==> src/hw/rtl/llfs_pkg.sv <==
// llfs_pkg: shared types and constants of the log line field splitter
// holds field tags, character codes, phase and dash tracker enums, control struct
// no dependencies
`default_nettype none

package llfs_pkg;

  // field widths
  localparam int unsigned BYTE_W = 8;
  localparam int unsigned TAG_W  = 3;
  localparam int unsigned ACC_W  = 32;

  // output stream word: tag, byte, line_ok, status, count, padded to bytes
  localparam int unsigned OUT_BITS   = TAG_W + BYTE_W + 1 + ACC_W + ACC_W;
  localparam int unsigned OUT_DATA_W = ((OUT_BITS + 7) / 8) * 8;

  typedef logic [TAG_W-1:0]  field_tag_t;
  typedef logic [BYTE_W-1:0] byte_t;
  typedef logic [ACC_W-1:0]  acc_t;

  // field tags
  localparam field_tag_t TAG_HOST    = 3'd0;
  localparam field_tag_t TAG_IDENT   = 3'd1;
  localparam field_tag_t TAG_USER    = 3'd2;
  localparam field_tag_t TAG_DATE    = 3'd3;
  localparam field_tag_t TAG_REQUEST = 3'd4;
  localparam field_tag_t TAG_STATUS  = 3'd5;
  localparam field_tag_t TAG_COUNT   = 3'd6;
  localparam field_tag_t TAG_DELIM   = 3'd7;

  // character codes
  localparam byte_t CH_SPACE    = 8'h20;
  localparam byte_t CH_QUOTE    = 8'h22;
  localparam byte_t CH_DASH     = 8'h2D;
  localparam byte_t CH_ZERO     = 8'h30;
  localparam byte_t CH_RBRACKET = 8'h5D;

  // skip lengths ahead of date, request and status
  localparam logic [1:0] SKIP_ONE = 2'd1;
  localparam logic [1:0] SKIP_TWO = 2'd2;

  // parser phase
  typedef enum logic [3:0] {
    PH_HOST        = 4'd0,
    PH_IDENT       = 4'd1,
    PH_USER        = 4'd2,
    PH_SKIP_DATE   = 4'd3,
    PH_DATE        = 4'd4,
    PH_SKIP_REQ    = 4'd5,
    PH_REQUEST     = 4'd6,
    PH_SKIP_STATUS = 4'd7,
    PH_STATUS      = 4'd8,
    PH_COUNT       = 4'd9
  } phase_t;

  // content of a number field so far
  typedef enum logic [1:0] {
    DASH_EMPTY = 2'd0,
    DASH_ONLY  = 2'd1,
    DASH_OTHER = 2'd2
  } dash_t;

  // per-byte control from the phase tracker to the accumulators
  typedef struct packed {
    field_tag_t tag;
    logic       status_digit;
    logic       count_digit;
    logic       count_reached;
  } llfs_ctrl_t;

endpackage

`default_nettype wire

==> src/hw/rtl/llfs_phase.sv <==
// llfs_phase: phase tracker that tags each byte with its field
// depends on llfs_pkg
`default_nettype none

module llfs_phase
  import llfs_pkg::*;
(
  input  wire        clk,
  input  wire        rst,
  input  wire        step,
  input  byte_t      data_byte,
  input  wire        line_end,
  output llfs_ctrl_t ctrl
);

  phase_t     phase;
  phase_t     phase_next;
  logic [1:0] skip_left;
  logic [1:0] skip_left_next;

  // next phase and skip count
  always_comb begin
    phase_next     = phase;
    skip_left_next = skip_left;
    unique case (phase)
      PH_HOST: begin
        if (data_byte == CH_SPACE) phase_next = PH_IDENT;
      end
      PH_IDENT: begin
        if (data_byte == CH_SPACE) phase_next = PH_USER;
      end
      PH_USER: begin
        if (data_byte == CH_SPACE) begin
          phase_next     = PH_SKIP_DATE;
          skip_left_next = SKIP_ONE;
        end
      end
      PH_DATE: begin
        if (data_byte == CH_RBRACKET) begin
          phase_next     = PH_SKIP_REQ;
          skip_left_next = SKIP_TWO;
        end
      end
      PH_REQUEST: begin
        if (data_byte == CH_QUOTE) begin
          phase_next     = PH_SKIP_STATUS;
          skip_left_next = SKIP_ONE;
        end
      end
      PH_STATUS: begin
        if (data_byte == CH_SPACE) phase_next = PH_COUNT;
      end
      PH_COUNT: begin
        phase_next = PH_COUNT;
      end
      PH_SKIP_DATE, PH_SKIP_REQ, PH_SKIP_STATUS: begin
        if (skip_left > SKIP_ONE) begin
          skip_left_next = skip_left - SKIP_ONE;
        end else begin
          skip_left_next = '0;
          if (phase == PH_SKIP_DATE) phase_next = PH_DATE;
          else if (phase == PH_SKIP_REQ) phase_next = PH_REQUEST;
          else phase_next = PH_STATUS;
        end
      end
      default: begin
        phase_next = PH_HOST;
      end
    endcase
  end

  // tag and digit strobes for the current byte
  always_comb begin
    ctrl               = '0;
    ctrl.tag           = TAG_DELIM;
    ctrl.count_reached = (phase_next == PH_COUNT);
    unique case (phase)
      PH_HOST:    if (data_byte != CH_SPACE) ctrl.tag = TAG_HOST;
      PH_IDENT:   if (data_byte != CH_SPACE) ctrl.tag = TAG_IDENT;
      PH_USER:    if (data_byte != CH_SPACE) ctrl.tag = TAG_USER;
      PH_DATE:    if (data_byte != CH_RBRACKET) ctrl.tag = TAG_DATE;
      PH_REQUEST: if (data_byte != CH_QUOTE) ctrl.tag = TAG_REQUEST;
      PH_STATUS: begin
        if (data_byte != CH_SPACE) begin
          ctrl.tag          = TAG_STATUS;
          ctrl.status_digit = 1'b1;
        end
      end
      PH_COUNT: begin
        ctrl.tag         = TAG_COUNT;
        ctrl.count_digit = 1'b1;
      end
      default: ctrl.tag = TAG_DELIM;
    endcase
  end

  // state register, back to line start after the last byte
  always_ff @(posedge clk) begin
    if (rst) begin
      phase     <= PH_HOST;
      skip_left <= '0;
    end else if (step) begin
      if (line_end) begin
        phase     <= PH_HOST;
        skip_left <= '0;
      end else begin
        phase     <= phase_next;
        skip_left <= skip_left_next;
      end
    end
  end

endmodule

`default_nettype wire

==> src/hw/rtl/llfs_acc.sv <==
// llfs_acc: decimal accumulator with dash-only tracking for one number field
// depends on llfs_pkg
`default_nettype none

module llfs_acc
  import llfs_pkg::*;
(
  input  wire   clk,
  input  wire   rst,
  input  wire   step,
  input  wire   digit_en,
  input  wire   line_end,
  input  byte_t data_byte,
  output acc_t  acc_upd,
  output logic  dash_only
);

  acc_t  acc;
  dash_t track;
  dash_t track_upd;

  // value*10 + (byte - '0'), wrapping
  always_comb begin
    acc_upd   = acc;
    track_upd = track;
    if (digit_en) begin
      acc_upd = (acc << 3) + (acc << 1) + {{(ACC_W-BYTE_W){1'b0}}, data_byte}
                - {{(ACC_W-BYTE_W){1'b0}}, CH_ZERO};
      track_upd = (track == DASH_EMPTY && data_byte == CH_DASH) ? DASH_ONLY : DASH_OTHER;
    end
  end

  assign dash_only = (track_upd == DASH_ONLY);

  // field state, cleared at the end of each line
  always_ff @(posedge clk) begin
    if (rst) begin
      acc   <= '0;
      track <= DASH_EMPTY;
    end else if (step) begin
      if (line_end) begin
        acc   <= '0;
        track <= DASH_EMPTY;
      end else begin
        acc   <= acc_upd;
        track <= track_upd;
      end
    end
  end

endmodule

`default_nettype wire

==> src/hw/rtl/log_line_field_splitter.sv <==
// log_line_field_splitter: top level of the common log format byte tagger
// depends on llfs_pkg, llfs_phase, llfs_acc
`default_nettype none

// Takes one log line byte per request and returns one result per byte, tagging it
// as host, ident, user, date, request, status, byte count or delimiter. On the last
// byte (tlast) the result carries line_ok and, if it is set, the decimal status and byte count.
// Throughput is one byte per cycle while m_tready does not stall the result; each
// byte passes through the input register and then the result register. The phase
// tracker and both accumulators update once per byte from the input register, so
// a byte's result depends only on it and the earlier bytes of the same line.
module log_line_field_splitter
  import llfs_pkg::*;
(
  input  wire                   clk,
  input  wire                   rst,
  input  wire                   s_tvalid,
  output logic                  s_tready,
  input  wire  [BYTE_W-1:0]     s_tdata,   // [7:0] data_byte
  input  wire                   s_tlast,   // line_end
  output logic                  m_tvalid,
  input  wire                   m_tready,
  output logic [OUT_DATA_W-1:0] m_tdata,   // [2:0] field_tag, [10:3] byte_echo,
                                           // [11] line_ok, [43:12] status_value,
                                           // [75:44] count_value, [79:76] zero
  output logic                  m_tlast    // is_last
);

  logic       in_valid;
  byte_t      in_byte;
  logic       in_last;
  logic       in_step;
  logic       out_free;
  llfs_ctrl_t ctrl;
  acc_t       status_upd;
  acc_t       count_upd;
  logic       status_dash;
  logic       count_dash;
  logic       line_ok;

  field_tag_t out_tag;
  byte_t      out_byte;
  logic       out_ok;
  acc_t       out_status;
  acc_t       out_count;

  // handshake between the two register stages
  assign out_free = !m_tvalid || m_tready;
  assign in_step  = in_valid && out_free;
  assign s_tready = !in_valid || out_free;

  // input register
  always_ff @(posedge clk) begin
    if (rst) begin
      in_valid <= 1'b0;
    end else if (s_tready) begin
      in_valid <= s_tvalid;
    end
  end

  always_ff @(posedge clk) begin
    if (s_tready && s_tvalid) begin
      in_byte <= s_tdata;
      in_last <= s_tlast;
    end
  end

  llfs_phase u_phase (
    .clk       (clk),
    .rst       (rst),
    .step      (in_step),
    .data_byte (in_byte),
    .line_end  (in_last),
    .ctrl      (ctrl)
  );

  llfs_acc u_status (
    .clk       (clk),
    .rst       (rst),
    .step      (in_step),
    .digit_en  (ctrl.status_digit),
    .line_end  (in_last),
    .data_byte (in_byte),
    .acc_upd   (status_upd),
    .dash_only (status_dash)
  );

  llfs_acc u_count (
    .clk       (clk),
    .rst       (rst),
    .step      (in_step),
    .digit_en  (ctrl.count_digit),
    .line_end  (in_last),
    .data_byte (in_byte),
    .acc_upd   (count_upd),
    .dash_only (count_dash)
  );

  // line verdict on the last byte
  assign line_ok = in_last && ctrl.count_reached && !status_dash && !count_dash;

  // result register
  always_ff @(posedge clk) begin
    if (rst) begin
      m_tvalid <= 1'b0;
    end else if (out_free) begin
      m_tvalid <= in_valid;
    end
  end

  always_ff @(posedge clk) begin
    if (in_step) begin
      out_tag    <= ctrl.tag;
      out_byte   <= in_byte;
      m_tlast    <= in_last;
      out_ok     <= line_ok;
      out_status <= line_ok ? status_upd : '0;
      out_count  <= line_ok ? count_upd : '0;
    end
  end

  // pack the result word
  always_comb begin
    m_tdata = '0;
    m_tdata[OUT_BITS-1:0] = {out_count, out_status, out_ok, out_byte, out_tag};
  end

endmodule

`default_nettype wire

==> config.mk <==
export PLATFORM = sky130hd
export DESIGN_NAME = log_line_field_splitter
export DESIGN_NICKNAME = d
export VERILOG_FILES = /design/src/hw/rtl/llfs_pkg.sv /design/src/hw/rtl/llfs_phase.sv /design/src/hw/rtl/llfs_acc.sv /design/src/hw/rtl/log_line_field_splitter.sv
export SDC_FILE = /design/constraint.sdc
export NUM_CORES = 1
export LEC_CHECK = 0
export BUFFER_PORTS_ARGS = -buffer_cell sky130_fd_sc_hd__buf_4
export CORE_MARGIN = 8
export CORE_UTILIZATION = 45
export DETAILED_ROUTE_END_ITERATION = 7
export GPL_TIMING_DRIVEN = 0
export MAX_ROUTING_LAYER = met4
export PLACE_DENSITY_LB_ADDON = 0.1
export SLEW_MARGIN = 20
export SYNTH_ARGS = -nofsm -noshare
export SYNTH_HDL_FRONTEND = slang
export SYNTH_SLANG_ARGS = --single-unit
==> constraint.sdc <==
create_clock -name clk -period 4.4 [get_ports clk]
set_input_delay 0.88 -clock clk [delete_from_list [all_inputs] [get_ports clk]]
set_output_delay 0.88 -clock clk [all_outputs]
set_load 0.1 [all_outputs]
==> results.cfg, run 1 <==
[run_status]
status = completed

[final_layout]
drive_above_1_share_pct = 12.4
fin_area_mm2 = 0.0134
antennaDiodeCount = 0
final_cells = 1763
nets = 1609
areaGrowthSynthToFinish_pct = 16.8

[drt]
vias_per_cell = 5.27
wl_per_cell_um = 16.9
ant_nets = 0
num_vias = 9291
drt-initial-drc-count = 605
drc = 0
routed_wl_um = 29700
drt-pass1-iter-count = 5

[hold_path]
min_to = out_byte[6]$_DFFE_PP_
min_from = in_byte[6]$_DFFE_PP_
hold_depth = 0
hp-class = flip-flop to flip-flop

[sta]
max_slew_margin_pct = 34.8
finalSetupViolCount = 0
tightest_slew_ns = 0.971
timing.final.hold_violations = 0
fin_skew_ns = 0.0121
drv_slew = 0
fin_crit_ns = 4.25
finalCritPeriodShare_pct = 96.6
rsz0062_at_grt = true
fmax_mhz = 235
fin_tns_setup_ns = 0

[worst_setup_path]
critPathKind = flip-flop to flip-flop
reg2reg_from = in_byte[3]$_DFFE_PP_
worstPathRequired_ns = 4.54
crit_family = compound AO/OA/AOI/OAI gates
worst_setup_path_start_kind = flip-flop
crit_fanout = 4
cp_cell_sequence = inv_2, fa_1, inv_1, ha_1, ha_2, fa_2, a211oi_4, o211ai_1, a221oi_2, o21ai_2, a31oi_4, o41ai_2, o41ai_2, buf_4, xor2_1, a211oi_1
critPathArrivalTime_ns = 4.39
reg2reg_depth = 16
crit_buf_inv = 3
cpMostUsedCell = o41ai_2
r2r_end = out_count[31]$_SDFFCE_PN0P_
worstSetupEndpointType = flip-flop
crit_slowest_cell = fa_1
cp_slowest_stage_delay_ns = 0.55
r2r_setup_slack_ns = 0.15

[placed_design]
placedInstanceArea_mm2 = 0.0126
dp.cells = 1722
gp_congestion = 0.915
port_buffers = 90
dp_hpwl_um = 22600

[synth]
ys_ff_latch = 162
ys_warn_count = 0
synth_edf_count = 86
synth_flop_cell = edfxtp_1
ys_seq_area_share_pct = 35.8
synth-async-reset-ratio_pct = 0
syn_inst = 1298
synth_cell_types = 69
syn_area_mm2 = 0.0115
syn-mean-instance-area_um2 = 8.82

[power]
ir_worst_vdd_mv = 0.208
powerDensity_mw_per_mm2 = 276
leakagePower_nw = 5.64

[clock_network]
cts_max_path_buffers = 2
cts_buffers = 17
insertion_delay_ns = 0.43
cts-htree-levels = 4
cts_tree = done
clkTransAtPathRegs_ns = 0.07
cts.sinks = 162
cts_root_buf = clkbuf_16

[die]
start_util_pct = 45.6
die_h_um = 176
rows = 58
die_area_mm2 = 0.0308
core_mm2 = 0.0251
pin_count = 96
die_w_um = 176

[grt]
grt_pass1_wl_um = 47700
antenna_found_initial = 0
grt_max_degree = 70
globalRouteOverflowTotal = 0
grt_usage_pct = 19.8
first_global_vias = 9181

[run]
cap_violations = 0
==> flip-flops by register name (all words and copies together), names as in the netlist, 2 cells and up <==
signal	count
out_status	32
in_byte	8
u_phase.phase	4
out_byte	8
u_count.track	2
out_tag	3
u_status.acc	32
out_count	32
u_count.acc	32
u_phase.skip_left	2
u_status.track	2
==> worst reg2reg max path, stage by stage, from the launching register on <==
cell,delay [ns]
edfxtp_1,0.42
inv_2,0.10
fa_1,0.55
inv_1,0.05
ha_1,0.27
ha_2,0.18
fa_2,0.38
a211oi_4,0.28
o211ai_1,0.16
a221oi_2,0.39
o21ai_2,0.13
a31oi_4,0.25
o41ai_2,0.12
o41ai_2,0.30
buf_4,0.18
xor2_1,0.13
a211oi_1,0.08
==> power breakdown <==
part	internal [W]	switching [W]
clock	0.000806	0.000663
sequential	0.00163	0.0000184
combinational	0.000135	0.000438
total	0.00257	0.00112
==> cells by family (layout without fill, tap and decap cells) <==
| family | Yosys count | count (layout) | synth area share [%] |
|---|---|---|---|
| AOI/OAI and AO/OA | 317 | 317 | 17.9 |
| xor gates and xnor gates | 56 | 56 | 4.28 |
| adders and majority gates | 176 | 176 | 20.0 |
| buffers and inverters | 259 | 391 | 8.87 |
| DFF | 162 | 162 | 35.8 |
| muxes | 7 | 7 | 0.612 |
| other | 1 | 4 | 0.0327 |
| and+or+nand+nor | 320 | 320 | 12.4 |
==> how the worst max path moves through the flow <==
stage	start	endpoint	slack (ns)	cells past startpoint
finish	in_byte[3]$_DFFE_PP_	out_count[31]$_SDFFCE_PN0P_	0.15	16
global route	in_byte[3]$_DFFE_PP_	out_count[31]$_SDFFCE_PN0P_	-0.02	16
CTS	in_byte[3]$_DFFE_PP_	out_count[31]$_SDFFCE_PN0P_	-0.15	16
detailed placement	in_byte[3]$_DFFE_PP_	out_count[31]$_SDFFCE_PN0P_	-0.70	15
global placement	in_byte[3]$_DFFE_PP_	out_count[31]$_SDFFCE_PN0P_	-0.66	15
floorplan	in_byte[3]$_DFFE_PP_	out_count[31]$_SDFFCE_PN0P_	0.08	15
==> cells in the mapped netlist (all sizes together), types with 3 or more instances <==
library cell    n  area share, %
a2111oi         3           0.23
a211oi         15           0.98
a21o           27            1.8
a21oi         106            4.6
a22o           17            1.3
a22oi          41            2.7
a31o            3           0.23
a31oi          11           0.60
a41oi           3           0.23
and3            7           0.38
buf            16           0.90
clkbuf         41            1.4
dfxtp          76             13
edfxtp         86             23
fa             12            2.1
ha            164             18
inv           201            6.6
mux2i           7           0.61
nand2         121            4.0
nand2b          8           0.44
nand3           6           0.26
nand4          12           0.66
nor2          109            3.6
nor2b          10           0.55
nor3           27            1.2
nor3b           3           0.20
o211ai          3           0.20
o21a            7           0.46
o21ai          45            2.0
o21bai         10           0.66
o22ai           3           0.22
o41ai           4           0.31
or3             4           0.22
or4             4           0.33
xnor2          39            3.0
xor2           17            1.3
==> per-layer routing <==
metal / GRT usage [%] / up-vias / part of all wire, %
met5: - / - / 0
met4: 6.57 / 0 / 1.9
met3: 2.60 / 27 / 3.2
met2: 33.5 / 163 / 48
met1: 24.2 / 4373 / 46
li1: - / 4728 / -
==> area by class of cell <==
type                            instances  area (um2)
Timing Repair Buffer                  100         771
Clock buffer                           19         443
Buffer                                 57         258
Clock inverter                         13         125
Inverter                              202         763
Multi-Input combinational cell        880        6500
Tap cell                              330         413
Sequential cell                       162        4100
Fill cell                            2399       11700
==> placed cells by master, fill, tap and decap left out, drive strengths merged, types with 11 or more instances in the layout <==
cell	count
a211oi	15
a21o	27
a21oi	106
a22o	17
a22oi	41
a31oi	11
buf	116
clkbuf	60
dfxtp	76
edfxtp	86
fa	12
ha	164
inv	207
nand2	121
nand4	12
nor2	109
nor3	27
o21ai	45
xnor2	39
xor2	17
==> through the flow <==
step                      hold slack, ns  total power (W)  utilization, %  setup slack, ns
after global routing               0.490          0.00381            53.3          -0.0233
after detailed placement           0.464          0.00224            50.1           -0.705
after floorplan                    0.425          0.00211               -           0.0778
after global placement             0.462          0.00224            50.0           -0.662
after CTS                          0.476          0.00372            52.6           -0.148
final                              0.475          0.00369            53.3            0.148
==> what timing repair did <==
item / CTS / global route
resized for setup: 8 / 21
pin swaps: 3 / 12
hold buffers: 0 / 0
setup endpoints to repair: 18 / 14
buffers inserted: 2 / 7
hold endpoints to repair: 0 / 0
Power figures use the tool's default switching activity.
==> inputs of run 2 (changes only) <==
--- a/config.mk
+++ b/config.mk
@@ -5,6 +5,7 @@
 export SDC_FILE = /design/constraint.sdc
 export NUM_CORES = 1
 export LEC_CHECK = 0
+export ABC_AREA = 1
 export BUFFER_PORTS_ARGS = -buffer_cell sky130_fd_sc_hd__buf_4
 export CORE_MARGIN = 8
 export CORE_UTILIZATION = 45
==> run 2 against run 1 <==
Wire length up 26%. Clock skew up 0.0036 ns. Worst hold slack worse by 0.0096 ns. Via count up 31%. Non-clock buffer count down 17. Sequential cell count unchanged. Largest cell class unchanged. Combinational power up 1%. Register-to-register slack better by 0.61 ns. Critical endpoint is now out_count[23]$_SDFFCE_PN0P_. Critical path type unchanged. Area after synthesis up 16%.
==> results.cfg, run 2 <==
[clock_network]
cts_buffers = 17
cts_max_path_buffers = 2
cts.sinks = 162
cts_root_buf = clkbuf_16
cts_setup_buffers = 0
clkTransAtPathRegs_ns = 0.07
insertion_delay_ns = 0.46
cts-htree-levels = 4
cts_resized = 0
hold_buffers = 0
cts_tree = done

[power]
ir_worst_vdd_mv = 0.263
swShare_pct = 31.7
leakagePower_nw = 7.63
p_comb_share_pct = 15.2
seq_power_share_pct = 43.1
powerDensity_mw_per_mm2 = 253
pwr-share-clk_pct = 41.7
internal_power_w = 0.00262
power_switching_w = 0.00121

[synth]
synth.top_cell.area_share_pct = 19.4
synth-async-reset-ratio_pct = 0
ys_ff_latch = 162
syn_area_mm2 = 0.0133
yosys-top-cells-area = edfxtp_1, nand2_1, ha_1
yosysMostFrequentCell = nand2_1
synth_edf_count = 86
ys_seq_area_share_pct = 30.8
ys_warn_count = 0
synth_flop_cell = edfxtp_1
synth_commonest_cells = nand2_1, inv_1, nor2_1
syn-mean-instance-area_um2 = 6.77
syn_inst = 1967
synth_area_leader_cell = edfxtp_1
synth_cell_types = 39

[worst_setup_path]
worst_setup_path_start_kind = flip-flop
critPathArrivalTime_ns = 3.86
crit_fanout = 5
worstPathRequired_ns = 4.61
critPathKind = flip-flop to flip-flop
worstSetupEndpointType = flip-flop

[final_layout]
areaGrowthSynthToFinish_pct = 13.7
final_common_cell = nand2_1
drive_above_1_share_pct = 8.31
nets = 2269
final_cell_mix = nand2_1, inv_1, nor2_1, ha_1, nand3_1
fin_area_mm2 = 0.0151

[placed_design]
port_buffers = 90
gp_congestion = 0.944
placedInstanceArea_mm2 = 0.0145
place_ws_ns = 0.764
dp_hpwl_um = 30100

[grt]
antenna_found_initial = 0
grt_pass1_wl_um = 60300
top_usage_layer = met2
grt_usage_pct = 22.0
use_met2_pct = 41.9
met1_usage_pct = 23.6
grt_max_degree = 46
first_global_vias = 12086
globalRouteOverflowTotal = 0
use_met3_pct = 2.77

[sta]
tightest_slew_ns = 0.907
fin_crit_ns = 3.65
timing.final.hold_violations = 0
fmax_mhz = 274
drv_slew = 0
timing.final.ws_setup_ns = 0.753
rsz0062_at_grt = false
finalCritPeriodShare_pct = 82.9
max_slew_margin_pct = 39.5
fin_skew_ns = 0.0157
fin_tns_setup_ns = 0
fin_hold_ws_ns = 0.465
finalSetupViolCount = 0

[drt]
num_vias = 12207
routed_wl_um = 37500
vias_per_cell = 4.91
drc = 0
ant_nets = 0
drt-pass1-iter-count = 5
wl_per_cell_um = 15.1
drt-initial-drc-count = 712

[die]
rows = 63
pin_count = 96
die_w_um = 188
core_mm2 = 0.0294
die_area_mm2 = 0.0353
die_h_um = 188
start_util_pct = 45.3

[run_status]
status = completed

[run]
cap_violations = 0

[hold_path]
hp-class = flip-flop to flip-flop
## run 2: power by group through the flow
| stage | combinational (W) | clock (W) | sequential [W] |
|---|---|---|---|
| after floorplan | 0.000187 | 0 | 0.00194 |
| after global placement | 0.000577 | 0 | 0.00169 |
| after detailed placement | 0.000584 | 0 | 0.00168 |
| after CTS | 0.000586 | 0.00163 | 0.00165 |
| after global routing | 0.000617 | 0.00168 | 0.00165 |
| final | 0.000582 | 0.00160 | 0.00165 |
## run 2: worst max-delay path: stages (launching register included)
cell,delay [ns]
edfxtp_1,0.47
inv_1,0.14
fa_1,0.55
inv_1,0.05
ha_1,0.28
ha_1,0.25
fa_1,0.50
nand3_1,0.10
nand3_1,0.16
nand3_1,0.11
nand3b_1,0.23
nand2_1,0.16
nand2_1,0.06
nand2_1,0.06
nand3_1,0.13
nand2_1,0.11
nor2_1,0.05
## run 2: stage by stage
stage | total power (W) | std cells | utilization [%]
after CTS | 0.00386 | 2483 | 51.5
after global placement | 0.00227 | 2450 | 49.3
after floorplan | 0.00212 | 1970 | -
final | 0.00383 | 2484 | 51.5
after detailed placement | 0.00227 | 2451 | 49.4
after global routing | 0.00395 | 2483 | 51.5
## run 2: cells by family after synthesis
logic type	after synthesis	share of synthesized area (%)
fa+ha+maj	176	17.2
buf+inv	473	13.8
other cells	1	0.0282
compound gates	166	6.66
simple gates	968	30.0
flops	162	30.8
xor+xnor	21	1.38
## run 2: path summary, 6_finish.rpt
kind                                                      to                          from  slack, ns  cells past startpoint
worst min-delay path            u_status.acc[7]$_SDFFE_PP0P_  u_status.acc[7]$_SDFFE_PP0P_       0.46                      2
worst min register to register  u_status.acc[7]$_SDFFE_PP0P_  u_status.acc[7]$_SDFFE_PP0P_       0.46                      2
worst max-delay path             out_count[23]$_SDFFCE_PN0P_          in_byte[3]$_DFFE_PP_       0.75                     16
worst max register to register   out_count[23]$_SDFFCE_PN0P_          in_byte[3]$_DFFE_PP_       0.75                     16
## run 2: final cells by class
cell class	count	area (um2)
timing repair buffer	91	703
antenna	1	2.50
fill	3032	14300
buffer	49	255
clock buffer	18	429
sequential	162	4100
tap	390	488
clock inverter	14	185
multi-input combinational	1335	7370
inverter	424	1590
## run 2: per-layer routing
layer,part of all wire (%),vias to the layer above
met4,1.7,0
met1,42,5602
met2,53,228
met5,0,-
li1,-,6333
met3,3.0,44
